$ cat config.mk
export PLATFORM = sky130hd
export DESIGN_NAME = reliable_datagram_sequencer_unit
export DESIGN_NICKNAME = d
export VERILOG_FILES = /design/src/hw/rtl/rds_pkg.sv /design/src/hw/rtl/rds_regs.sv /design/src/hw/rtl/rds_ctrl.sv /design/src/hw/rtl/rds_dp.sv /design/src/hw/rtl/reliable_datagram_sequencer_unit.sv
export SDC_FILE = /design/constraint.sdc
export NUM_CORES = 2
export LEC_CHECK = 0
export ABC_AREA = 1
export BUFFER_PORTS_ARGS = -buffer_cell sky130_fd_sc_hd__buf_4
export CORE_MARGIN = 4
export CORE_UTILIZATION = 55
export DETAILED_ROUTE_END_ITERATION = 8
export HOLD_SLACK_MARGIN = 0.1
export PLACE_DENSITY = 0.87
export SYNTH_ARGS = -nofsm -noshare
export SYNTH_HDL_FRONTEND = slang
export SYNTH_HIERARCHICAL = 1
export SYNTH_SLANG_ARGS = --single-unit
$ cat constraint.sdc
create_clock -name clk -period 8.35 [get_ports clk]
set_input_delay 0.835 -clock clk [delete_from_list [all_inputs] [get_ports clk]]
set_output_delay 0.835 -clock clk [all_outputs]
set_load 0.005 [all_outputs]
$ cat src/hw/rtl/rds_pkg.sv
// Package for the reliable datagram sequencer: widths, register map,
// status codes, controller states and the command/status structs.
// No dependencies.
package rds_pkg;

  localparam int SEQ_W   = 31;
  localparam int TIME_W  = 48;
  localparam int LEN_W   = 12;
  localparam int BYTES_W = 13;
  localparam int GAIN_W  = 4;
  localparam int SCALE_W = BYTES_W + GAIN_W;
  localparam int COST_W  = SCALE_W + 16;
  localparam int BACK_W  = 10 + 16;
  localparam int ADDR_W  = 5;
  localparam int DATA_W  = 32;

  localparam int MAX_PAYLOAD  = 2048;
  localparam int HEADER_BYTES = 8;
  localparam int QPORT_BYTES  = 2;

  localparam logic [2:0] REG_IS_CLIENT      = 3'd0;
  localparam logic [2:0] REG_PAYLOAD_LIMIT  = 3'd1;
  localparam logic [2:0] REG_TICKS_PER_BYTE = 3'd2;
  localparam logic [2:0] REG_BACKLOG_LIMIT  = 3'd3;
  localparam logic [2:0] REG_DUP_COUNT      = 3'd4;

  localparam logic [1:0] STAT_SENT     = 2'd0;
  localparam logic [1:0] STAT_OVERFLOW = 2'd1;
  localparam logic [1:0] STAT_ACCEPTED = 2'd2;
  localparam logic [1:0] STAT_STALE    = 2'd3;

  typedef struct packed {
    logic        is_client;
    logic [11:0] payload_limit;
    logic [15:0] ticks_per_byte;
    logic [9:0]  backlog_limit;
    logic [2:0]  dup_count;
  } cfg_t;

  typedef enum logic [2:0] {
    S_IDLE,
    S_DECIDE,
    S_SCALE,
    S_COST,
    S_CLEAR,
    S_FINISH
  } state_t;

  typedef struct packed {
    logic load;
    logic decide;
    logic scale;
    logic cost;
    logic clear;
    logic load_out;
  } dp_cmd_t;

  typedef struct packed {
    logic send;
  } dp_status_t;

endpackage

$ cat src/hw/rtl/rds_regs.sv
// Configuration register file on the APB-style port.
// Depends on rds_pkg.
module rds_regs import rds_pkg::*; (
  input  logic              clk,
  input  logic              rst,
  input  logic              psel,
  input  logic              penable,
  input  logic              pwrite,
  input  logic [ADDR_W-1:0] paddr,
  input  logic [DATA_W-1:0] pwdata,
  output logic [DATA_W-1:0] prdata,
  output logic              pready,
  output cfg_t              cfg
);

  logic [2:0] index;
  logic       wr;

  assign index  = paddr[4:2];
  assign pready = 1'b1;
  assign wr     = psel && penable && pwrite;

  always_ff @(posedge clk) begin
    if (rst) begin
      cfg.is_client      <= 1'b1;
      cfg.payload_limit  <= 12'd2048;
      cfg.ticks_per_byte <= 16'd400;
      cfg.backlog_limit  <= 10'd200;
      cfg.dup_count      <= 3'd0;
    end else if (wr) begin
      case (index)
        REG_IS_CLIENT:      cfg.is_client      <= pwdata[0];
        REG_PAYLOAD_LIMIT:  cfg.payload_limit  <= pwdata[11:0];
        REG_TICKS_PER_BYTE: cfg.ticks_per_byte <= pwdata[15:0];
        REG_BACKLOG_LIMIT:  cfg.backlog_limit  <= pwdata[9:0];
        REG_DUP_COUNT:      cfg.dup_count      <= pwdata[2:0];
        default: begin
        end
      endcase
    end
  end

  always_comb begin
    case (index)
      REG_IS_CLIENT:      prdata = {31'd0, cfg.is_client};
      REG_PAYLOAD_LIMIT:  prdata = {20'd0, cfg.payload_limit};
      REG_TICKS_PER_BYTE: prdata = {16'd0, cfg.ticks_per_byte};
      REG_BACKLOG_LIMIT:  prdata = {22'd0, cfg.backlog_limit};
      REG_DUP_COUNT:      prdata = {29'd0, cfg.dup_count};
      default:            prdata = '0;
    endcase
  end

endmodule

$ cat src/hw/rtl/rds_ctrl.sv
// Controller state machine: item handshake, step sequencing, result register valid.
// Depends on rds_pkg; drives rds_dp through dp_cmd_t.
module rds_ctrl import rds_pkg::*; (
  input  logic       clk,
  input  logic       rst,
  input  logic       in_valid,
  output logic       in_ready,
  output logic       out_valid,
  input  logic       out_ready,
  input  dp_status_t dp_status,
  output dp_cmd_t    dp_cmd
);

  state_t state, state_next;
  logic   out_valid_next;
  logic   out_free;

  assign out_free = !out_valid || out_ready;

  always_ff @(posedge clk) begin
    if (rst) begin
      state     <= S_IDLE;
      out_valid <= 1'b0;
    end else begin
      state     <= state_next;
      out_valid <= out_valid_next;
    end
  end

  always_comb begin
    state_next = state;
    case (state)
      S_IDLE:   if (in_valid) state_next = S_DECIDE;
      S_DECIDE: state_next = dp_status.send ? S_SCALE : S_FINISH;
      S_SCALE:  state_next = S_COST;
      S_COST:   state_next = S_CLEAR;
      S_CLEAR:  state_next = S_FINISH;
      S_FINISH: if (out_free) state_next = S_IDLE;
      default:  state_next = S_IDLE;
    endcase
  end

  always_comb begin
    in_ready        = 1'b0;
    dp_cmd          = '0;
    out_valid_next  = out_valid && !out_ready;
    case (state)
      S_IDLE: begin
        in_ready    = 1'b1;
        dp_cmd.load = in_valid;
      end
      S_DECIDE: dp_cmd.decide = 1'b1;
      S_SCALE:  dp_cmd.scale  = 1'b1;
      S_COST:   dp_cmd.cost   = 1'b1;
      S_CLEAR:  dp_cmd.clear  = 1'b1;
      S_FINISH: begin
        dp_cmd.load_out = out_free;
        if (out_free) out_valid_next = 1'b1;
      end
      default: begin
      end
    endcase
  end

  a_accept_to_decide: assert property (@(posedge clk) disable iff (rst)
    (in_valid && in_ready) |=> state == S_DECIDE)
    else $error("accepted item did not enter decide step");

  a_decide_from_idle: assert property (@(posedge clk) disable iff (rst)
    state == S_DECIDE |-> $past(state) == S_IDLE)
    else $error("decide step entered without an accepted item");

  a_finish_holds: assert property (@(posedge clk) disable iff (rst)
    (state == S_FINISH && out_valid && !out_ready) |=> state == S_FINISH)
    else $error("finish step left while result register full");

  a_valid_from_finish: assert property (@(posedge clk) disable iff (rst)
    $rose(out_valid) |-> $past(state) == S_FINISH)
    else $error("result valid raised outside finish step");

endmodule

$ cat src/hw/rtl/rds_dp.sv
// Datapath: sequencing state, packet sizing, rate cost multiply, clear time and result register.
// Depends on rds_pkg; stepped by rds_ctrl through dp_cmd_t.
module rds_dp import rds_pkg::*; (
  input  logic              clk,
  input  logic              rst,
  input  cfg_t              cfg,
  input  dp_cmd_t           dp_cmd,
  output dp_status_t        dp_status,
  input  logic              operation,
  input  logic [TIME_W-1:0] now_time,
  input  logic [SEQ_W-1:0]  rx_sequence,
  input  logic              rx_has_reliable,
  input  logic [SEQ_W-1:0]  rx_ack_sequence,
  input  logic              rx_ack_bit,
  input  logic [LEN_W-1:0]  pending_length,
  input  logic [LEN_W-1:0]  unreliable_length,
  input  logic              message_overflow,
  output logic [1:0]        status,
  output logic [31:0]       header_first,
  output logic [31:0]       header_second,
  output logic [LEN_W-1:0]  packet_bytes,
  output logic              sent_reliable,
  output logic              took_pending,
  output logic              unreliable_sent,
  output logic [SEQ_W-1:0]  dropped_gap,
  output logic              reliable_acked,
  output logic              can_packet,
  output logic              can_reliable
);

  // latched item
  logic              op_q;
  logic [TIME_W-1:0] now_q;
  logic [SEQ_W-1:0]  rx_seq_q;
  logic              rx_rel_q;
  logic [SEQ_W-1:0]  rx_ack_q;
  logic              rx_ackbit_q;
  logic [LEN_W-1:0]  pend_q;
  logic [LEN_W-1:0]  unrel_q;
  logic              ovf_q;

  // sequencing state
  logic [SEQ_W-1:0]  out_seq;
  logic [SEQ_W-1:0]  in_seq;
  logic [SEQ_W-1:0]  in_acked_seq;
  logic              peer_ack_bit;
  logic              own_reliable_bit;
  logic              in_reliable_bit;
  logic [SEQ_W-1:0]  last_reliable_seq;
  logic [LEN_W-1:0]  reliable_bytes;
  logic [TIME_W-1:0] clear_time;

  // working result
  logic [1:0]        w_status;
  logic [31:0]       w_hdr1;
  logic [31:0]       w_hdr2;
  logic [LEN_W-1:0]  w_bytes;
  logic              w_sent_rel;
  logic              w_took;
  logic              w_unrel;
  logic [SEQ_W-1:0]  w_gap;
  logic              w_acked;
  logic              send_q;

  logic [BYTES_W-1:0] used_q;
  logic [BACK_W-1:0]  backlog_q;
  logic [SCALE_W-1:0] scaled_q;
  logic [COST_W-1:0]  cost_q;

  // decide step logic
  logic               send;
  logic               rel;
  logic               take;
  logic [LEN_W-1:0]   rb_eff;
  logic [SEQ_W-1:0]   out_seq_inc;
  logic [LEN_W-1:0]   lim;
  logic [BYTES_W-1:0] cap;
  logic [BYTES_W-1:0] used_a;
  logic [BYTES_W-1:0] used_s;
  logic [BYTES_W-1:0] room;
  logic               unrel_ok;
  logic [BYTES_W-1:0] used_f;
  logic               stale;
  logic               acked;
  logic [GAIN_W-1:0]  gain;
  logic [TIME_W-1:0]  base;
  logic [TIME_W:0]    sum;
  logic [TIME_W:0]    limit_time;
  logic               choke_free;

  assign send        = !op_q && !ovf_q;
  assign take        = (reliable_bytes == '0) && (pend_q != '0);
  assign rel         = take || ((in_acked_seq > last_reliable_seq) &&
                                (peer_ack_bit != own_reliable_bit));
  assign rb_eff      = take ? pend_q : reliable_bytes;
  assign out_seq_inc = out_seq + SEQ_W'(1);
  assign lim         = (cfg.payload_limit < LEN_W'(MAX_PAYLOAD)) ? cfg.payload_limit
                                                                 : LEN_W'(MAX_PAYLOAD);
  assign cap         = {1'b0, lim} + BYTES_W'(HEADER_BYTES);
  assign used_a      = BYTES_W'(HEADER_BYTES) +
                       (cfg.is_client ? BYTES_W'(QPORT_BYTES) : '0) +
                       (rel ? {1'b0, rb_eff} : '0);
  assign used_s      = (used_a > cap) ? cap : used_a;
  assign room        = cap - used_s;
  assign unrel_ok    = room >= {1'b0, unrel_q};
  assign used_f      = unrel_ok ? used_s + {1'b0, unrel_q} : used_s;
  assign stale       = rx_seq_q <= in_seq;
  assign acked       = rx_ackbit_q == own_reliable_bit;
  assign gain        = {1'b0, cfg.dup_count} + GAIN_W'(1);
  assign base        = (clear_time < now_q) ? now_q : clear_time;
  assign sum         = {1'b0, base} + (TIME_W + 1)'(cost_q);
  assign limit_time  = {1'b0, now_q} + (TIME_W + 1)'(backlog_q);
  assign choke_free  = {1'b0, clear_time} < limit_time;

  assign dp_status.send = send;

  always_ff @(posedge clk) begin
    if (dp_cmd.load) begin
      op_q        <= operation;
      now_q       <= now_time;
      rx_seq_q    <= rx_sequence;
      rx_rel_q    <= rx_has_reliable;
      rx_ack_q    <= rx_ack_sequence;
      rx_ackbit_q <= rx_ack_bit;
      pend_q      <= pending_length;
      unrel_q     <= unreliable_length;
      ovf_q       <= message_overflow;
    end
  end

  always_ff @(posedge clk) begin
    if (rst) begin
      out_seq           <= '0;
      in_seq            <= '0;
      in_acked_seq      <= '0;
      peer_ack_bit      <= 1'b0;
      own_reliable_bit  <= 1'b0;
      in_reliable_bit   <= 1'b0;
      last_reliable_seq <= '0;
      reliable_bytes    <= '0;
      clear_time        <= '0;
    end else begin
      if (dp_cmd.decide) begin
        if (send) begin
          out_seq <= out_seq_inc;
          if (take) begin
            reliable_bytes   <= pend_q;
            own_reliable_bit <= !own_reliable_bit;
          end
          if (rel) last_reliable_seq <= out_seq_inc;
        end else if (op_q && !stale) begin
          if (acked) reliable_bytes <= '0;
          in_seq       <= rx_seq_q;
          in_acked_seq <= rx_ack_q;
          peer_ack_bit <= rx_ackbit_q;
          if (rx_rel_q) in_reliable_bit <= !in_reliable_bit;
        end
      end
      if (dp_cmd.clear && send_q) begin
        clear_time <= sum[TIME_W] ? {TIME_W{1'b1}} : sum[TIME_W-1:0];
      end
    end
  end

  always_ff @(posedge clk) begin
    if (dp_cmd.decide) begin
      send_q     <= send;
      used_q     <= used_f;
      backlog_q  <= BACK_W'(cfg.backlog_limit) * BACK_W'(cfg.ticks_per_byte);
      w_hdr1     <= '0;
      w_hdr2     <= '0;
      w_bytes    <= '0;
      w_sent_rel <= 1'b0;
      w_took     <= 1'b0;
      w_unrel    <= 1'b0;
      w_gap      <= '0;
      w_acked    <= 1'b0;
      if (!op_q) begin
        w_status <= ovf_q ? STAT_OVERFLOW : STAT_SENT;
        if (!ovf_q) begin
          w_hdr1     <= {rel, out_seq};
          w_hdr2     <= {in_reliable_bit, in_seq};
          w_bytes    <= used_f[LEN_W-1:0];
          w_sent_rel <= rel;
          w_took     <= take;
          w_unrel    <= unrel_ok;
        end
      end else begin
        w_status <= stale ? STAT_STALE : STAT_ACCEPTED;
        if (!stale) begin
          w_gap   <= rx_seq_q - in_seq - SEQ_W'(1);
          w_acked <= acked;
        end
      end
    end
    if (dp_cmd.scale) scaled_q <= SCALE_W'(used_q) * SCALE_W'(gain);
    if (dp_cmd.cost)  cost_q   <= COST_W'(scaled_q) * COST_W'(cfg.ticks_per_byte);
  end

  always_ff @(posedge clk) begin
    if (dp_cmd.load_out) begin
      status          <= w_status;
      header_first    <= w_hdr1;
      header_second   <= w_hdr2;
      packet_bytes    <= w_bytes;
      sent_reliable   <= w_sent_rel;
      took_pending    <= w_took;
      unreliable_sent <= w_unrel;
      dropped_gap     <= w_gap;
      reliable_acked  <= w_acked;
      can_packet      <= choke_free;
      can_reliable    <= choke_free && (reliable_bytes == '0);
    end
  end

endmodule

$ cat src/hw/rtl/reliable_datagram_sequencer_unit.sv
// Top level of the reliable datagram sequencer: APB registers, controller and datapath.
// Depends on rds_pkg, rds_regs, rds_ctrl and rds_dp.
//
// One item is in work at a time. A transmit item passes from acceptance
// through the decide step, two registered multiply steps for the byte-rate
// cost, the 48-bit clear-time update and the result load before its result is
// valid; a receive item or an overflow refusal goes from decide straight to
// the result load. The rate cost multiply chain and the clear-time add set the
// transmit latency. The input is ready again the cycle after the result loads,
// so a new item is not taken before the last one's result has loaded. A finished
// result waits in an output register, and the next item is accepted while it
// waits; a result that cannot be loaded holds the controller in its final step.
module reliable_datagram_sequencer_unit import rds_pkg::*; (
  input  logic              clk,
  input  logic              rst,
  input  logic              psel,
  input  logic              penable,
  input  logic              pwrite,
  input  logic [ADDR_W-1:0] paddr,
  input  logic [DATA_W-1:0] pwdata,
  output logic [DATA_W-1:0] prdata,
  output logic              pready,
  input  logic              in_valid,
  output logic              in_ready,
  input  logic              operation,
  input  logic [TIME_W-1:0] now_time,
  input  logic [SEQ_W-1:0]  rx_sequence,
  input  logic              rx_has_reliable,
  input  logic [SEQ_W-1:0]  rx_ack_sequence,
  input  logic              rx_ack_bit,
  input  logic [LEN_W-1:0]  pending_length,
  input  logic [LEN_W-1:0]  unreliable_length,
  input  logic              message_overflow,
  output logic              out_valid,
  input  logic              out_ready,
  output logic [1:0]        status,
  output logic [31:0]       header_first,
  output logic [31:0]       header_second,
  output logic [LEN_W-1:0]  packet_bytes,
  output logic              sent_reliable,
  output logic              took_pending,
  output logic              unreliable_sent,
  output logic [SEQ_W-1:0]  dropped_gap,
  output logic              reliable_acked,
  output logic              can_packet,
  output logic              can_reliable
);

  cfg_t       cfg;
  dp_cmd_t    dp_cmd;
  dp_status_t dp_status;

  rds_regs u_regs (
    .clk     (clk),
    .rst     (rst),
    .psel    (psel),
    .penable (penable),
    .pwrite  (pwrite),
    .paddr   (paddr),
    .pwdata  (pwdata),
    .prdata  (prdata),
    .pready  (pready),
    .cfg     (cfg)
  );

  rds_ctrl u_ctrl (
    .clk       (clk),
    .rst       (rst),
    .in_valid  (in_valid),
    .in_ready  (in_ready),
    .out_valid (out_valid),
    .out_ready (out_ready),
    .dp_status (dp_status),
    .dp_cmd    (dp_cmd)
  );

  rds_dp u_dp (
    .clk               (clk),
    .rst               (rst),
    .cfg               (cfg),
    .dp_cmd            (dp_cmd),
    .dp_status         (dp_status),
    .operation         (operation),
    .now_time          (now_time),
    .rx_sequence       (rx_sequence),
    .rx_has_reliable   (rx_has_reliable),
    .rx_ack_sequence   (rx_ack_sequence),
    .rx_ack_bit        (rx_ack_bit),
    .pending_length    (pending_length),
    .unreliable_length (unreliable_length),
    .message_overflow  (message_overflow),
    .status            (status),
    .header_first      (header_first),
    .header_second     (header_second),
    .packet_bytes      (packet_bytes),
    .sent_reliable     (sent_reliable),
    .took_pending      (took_pending),
    .unreliable_sent   (unreliable_sent),
    .dropped_gap       (dropped_gap),
    .reliable_acked    (reliable_acked),
    .can_packet        (can_packet),
    .can_reliable      (can_reliable)
  );

endmodule
# After elaboration in Yosys (flattened, before gate mapping)
# Index checks and enable logic that the tools add are counted.
# word_totals
input_bits,182
register_bits,689
out_inout_bits,150
# op_classes
magnitude_cmp,7
n_reduce_logical,38
eq_ne,13
mul,3
n_addsub,11
bitwise_logic,2
n_mux,28
# ops
cell,n
two-way mux 48 bit,2
case mux 16 bit (5 select lines),1
two-way mux 12 bit,6
adder 48 x 26 -> 49 bit,1
adder 48 x 33 -> 49 bit,1
< comparator 48 x 49 -> 1 bit,1
< comparator 48 bit,1
multiplier 17 x 16 -> 33 bit,1
"adder 31 x 1 -> 31 bit, second input constant",1
> comparator 31 bit,1
<= comparator 31 bit,1
"subtractor 31 x 1 -> 31 bit, second input constant",1
subtractor 31 bit,1
multiplier 10 x 16 -> 26 bit,1
two-way mux 13 bit,2
case mux 3 bit (6 select lines),1
multiplier 13 x 4 -> 17 bit,1
AND reduction 2 bit,7
"adder 12 x 4 -> 13 bit, second input constant",1
adder 13 x 12 -> 13 bit,1
adder 13 bit,1
"adder 4 x 13 -> 13 bit, first input constant",1
>= comparator 13 x 12 -> 1 bit,1
> comparator 13 bit,1
other kinds (24),65

# Depth between registers and ports, before layout
# logic_depth
depth_word,10
depth_mapped,59
mapped_depth_nobuf,57

# By module
# The synthesis kept the hierarchy.
# modules_own_cells
mod,cells_per_inst,n_inst,area_each_um2
rds_dp,5508,1,48816.8
rds_regs,349,1,2192.1
rds_ctrl,39,1,262.8

# Worst setup path before layout
# No wires, ideal clock.
# synth_timing
path_kind,reg2reg
start,register u_ctrl.state[0]
end,register u_dp.last_reliable_seq[19]
period_less_slack_ns,9.046
setup_time_ns,0.070
t_required_ns,8.280
path_stages_with_launch,13
setup_slack_ns,-0.696
t_arrival_ns,8.976
cell_sequence,dfxtp_1 buf_2 nand2_1 nor2_1 inv_1 nor2_1 inv_1 clkbuf_1 nor2_1 inv_1 clkbuf_1 buf_2 a21oi_1
# synth_lines
item,line,text
"start, declared",rds_ctrl.sv:14,"state_t state, state_next;"
"start signal, assigned",rds_ctrl.sv:25,state <= state_next;
"end signal, assigned",rds_dp.sv:150,if (rel) last_reliable_seq <= out_seq_inc;
"end, declared",rds_dp.sv:49,logic [SEQ_W-1:0] last_reliable_seq;

# Worst setup path in the final report
# layout_timing
start,register u_dp.last_reliable_seq[30]
end,register u_dp.w_bytes[5] (data pin)
# layout_via
elab_chain_cells,10
# layout_rtl
item,line,text
> comparator 31 bit *,rds_dp.sv:93,assign rel = take || ((in_acked_seq > last_reliable_seq) &&
logical AND 1 bit *,rds_dp.sv:93,
logical OR 1 bit *,rds_dp.sv:93,
two-way mux 12 bit *,rds_dp.sv:102,"(rel ? {1'b0, rb_eff} : '0);"
adder 13 bit *,rds_dp.sv:101,(cfg.is_client ? BYTES_W'(QPORT_BYTES) : '0) +
> comparator 13 bit,rds_dp.sv:103,assign used_s = (used_a > cap) ? cap : used_a;
two-way mux 13 bit *,rds_dp.sv:103,
subtractor 13 bit,rds_dp.sv:104,assign room = cap - used_s;
>= comparator 13 x 12 -> 1 bit,rds_dp.sv:105,"assign unrel_ok = room >= {1'b0, unrel_q};"
two-way mux 13 bit *,rds_dp.sv:106,"assign used_f = unrel_ok ? used_s + {1'b0, unrel_q} : used_s;"
"end signal, assigned",rds_dp.sv:183,w_bytes <= used_f[LEN_W-1:0];
"end, declared",rds_dp.sv:57,logic [LEN_W-1:0] w_bytes;
# Mark *: on every way between the ends. The rest lies on a longest branch, timed or not.
# A chain may end at the register's enable or synchronous reset.

==> impl_metrics.yaml <==
sta:
  final_hold_viol_count: 0
  layout_setup_ws_ps: 495
  worstMarginPinSlew_ps: 1240
  setup_viol: 0
  maxSlewViolCount: 0
  fin_crit_ps: 7850
  fmax_mhz: 127
  min_period_over_period: 0.941
  fin_skew_ps: 46.2
  slew_headroom: 0.170
status:
  status: "finished, final reports clean"
clock_tree:
  cts_tree: "built"
  clkLatencyLatePin_ps: 670
  cts_root_buffer: "clkbuf_16"
  clock-sinks: 687
  htree_levels: 3
  cts_buffers: 77
  clockBufferDepth: 3
  path_clk_slew_ps: 60
global_route:
  grt_pass1_vias: 41300
  antenna_found_initial: 6
  grt_pass1_wl_um: 213000
  gr-total-overflow: 0
  grt_max_degree: 121
  gr-usage-all-layers: 0.270
placement:
  place_congestion: 0.934
  place_worst_setup_slack_ps: 3.27
  hpwl_um: 99300
  port_buffers: 296
  placed_cells: 7264
setup_path:
  regToRegStartpoint: "u_dp/last_reliable_seq[30]$_SDFFE_PP0P_"
  max_stage_delay_ps: 410
  crit_fanout: 10
  critPathKind: "register to register"
  crit_slowest_cell: "fa_1"
  worstPathArrival_ps: 8200
  cp-end-kind: "register"
  crit_required_ps: 8690
  start_kind: "register"
  path_common_cell: "nand2_1"
  startpoint: "u_dp/last_reliable_seq[30]$_SDFFE_PP0P_"
logic_synthesis:
  ys.flop_type: "edfxtp_1"
  synth_cells: 5896
  synth_area_leaders: "edfxtp_1 (27%), fa_1 (13%), ha_1 (11%)"
  ys_top_cells_by_count: "nand2_1 (1213), inv_1 (1060), ha_1 (457)"
  synth_edf_count: 454
  ys_ff_latch: 687
  yosysTopAreaCell: "edfxtp_1"
  synth_top_area_share: 0.266
  yosysMostFrequentCell: "nand2_1"
  yosys_warnings: 6
  syn_avg_cell_area_sq_um: 8.70
  ys_types: 63
  netlist_area_sq_um: 51300
  async_flop_share: 0
  seq_area_frac_synth: 0.357
power:
  p_leak_nw: 27.8
  power.total_mw: 12.5
  cellPowerDensity_nw_per_um2: 219
  peakVddDrop_v: 0.000186
routing:
  highest_layer: "met5"
  vias: 41100
  drt_iter0_drc: 3794
  viasPerCell: 5.54
  drtAntennaViolNets: 0
  dr.pass1.iters: 6
  wl_met1_um: 54000
  drc: 0
  avgRoutedWirePerCell_um: 18.1
  drt_wl_total_um: 134000
  met2WireLength_um: 63400
  wl_met3_um: 11700
layout:
  drive_above_1_share: 0.0975
  synthToLayoutAreaGrowth_pct: 11.6
  stdcell_count: 7420
  num-nets-final: 7094
  utilization: 0.621
die:
  die_width_um: 313
  die_area_sq_um: 98200
  pin_count: 332
  start_util: 0.557
  chipHeight_um: 313
  core_area_sq_um: 92100
  rows: 111
worst_hold_path:
  hold_path_class: "primary input to register"
  hold_start: "message_overflow"
run:
  max_cap_violations: 0
## power by group
part	switching (mW)	internal [mW]	total (mW)
registers	0.274	4.17	4.44
logic	2.93	1.67	4.60
clock network	1.50	1.99	3.49
## layout make-up
| type | instances | area [sq um] |
|---|---|---|
| Clock inverter | 41 | 527 |
| Timing Repair Buffer | 342 | 2570 |
| Fill cell | 7269 | 34900 |
| Inverter | 1078 | 4060 |
| Antenna cell | 2 | 5.00 |
| Tap cell | 1243 | 1560 |
| Clock buffer | 103 | 2120 |
| Multi-Input combinational cell | 3923 | 28100 |
| Sequential cell | 687 | 18300 |
| Timing Repair inverter | 1 | 5.00 |
## cell families after synthesis
| logic type | share of synthesized area |
|---|---|
| AOI/OAI and AO/OA | 0.0985 |
| DFF | 0.357 |
| adders and majority gates | 0.246 |
| xor gates and xnor gates | 0.0379 |
| and+or+nand+nor | 0.161 |
| other | 0.000220 |
| buffers and inverters | 0.0997 |
## critical path: cells and delay by family (launching register included)
kind,cells,cell delay (ps)
simple gates,22,2360
flops,1,310
fa+ha+maj,7,1890
compound gates,10,1480
xor+xnor,2,400
buf+inv,11,1100
## state kept, by name (all words and copies together) (netlist names), 13 cells and up
register / count
u_dp/backlog_q: 26
u_dp/clear_time: 48
u_dp/cost_q: 33
u_dp/dropped_gap: 31
u_dp/header_first: 32
u_dp/header_second: 32
u_dp/in_acked_seq: 31
u_dp/in_seq: 31
u_dp/last_reliable_seq: 31
u_dp/now_q: 48
u_dp/out_seq: 31
u_dp/rx_ack_q: 31
u_dp/rx_seq_q: 31
u_dp/scaled_q: 17
u_dp/used_q: 13
u_dp/w_gap: 31
u_dp/w_hdr1: 32
u_dp/w_hdr2: 32
u_regs/cfg: 42
## final timing paths
check / endpoint / slack [ps] / cells past startpoint
worst max-delay path: u_dp/w_bytes[5]$_SDFFCE_PN0P_ / 500 / 52
worst min-delay path: u_dp/ovf_q$_DFFE_PP_ / 340 / 1
worst max register to register: u_dp/w_bytes[5]$_SDFFCE_PN0P_ / 500 / 52
worst min register to register: u_dp/header_first[4]$_DFFE_PP_ / 400 / 0
## layout by cell type (no fill, tap or decap), types with 33 or more instances in the layout
cell type  instances
nand2_1         1212
inv_1           1055
ha_1             456
edfxtp_1         454
nor2_1           445
a21oi_1          379
fa_1             345
buf_4            342
o21ai_0          313
dfxtp_1          233
nand3_1          173
xor2_1           150
clkbuf_16         77
xnor2_1           71
nand4_1           44
nor3_1            36
a31oi_1           35
a21oi_4           33
## metal layers
metal	GRT usage	vias to the layer above
met5	0	-
met4	0.0967	8
met3	0.0479	408
met2	0.454	1905
met1	0.352	19600
li1	-	19200
## through the flow
| step | hold slack, ps | TNS, ps | cell area (sq um) |
|---|---|---|---|
| floorplan | 400 | 0 | 51300 |
| global placement | 402 | 0 | 54400 |
| detailed placement | 405 | 0 | 54400 |
| CTS | 302 | 0 | 57000 |
| global route | 309 | -446 | 57200 |
| finish | 338 | 0 | 57200 |
## what timing repair did
| action | 4_1_cts | 5_1_grt |
|---|---|---|
| pin swaps | 0 | 5 |
| cloned | 0 | 3 |
| endpoints found under the setup margin | 23 | 26 |
| setup buffers | 0 | 7 |
| resized for setup | 2 | 23 |
| hold buffers | 0 | 0 |
No activity file was read; power rests on OpenSTA's default activity.
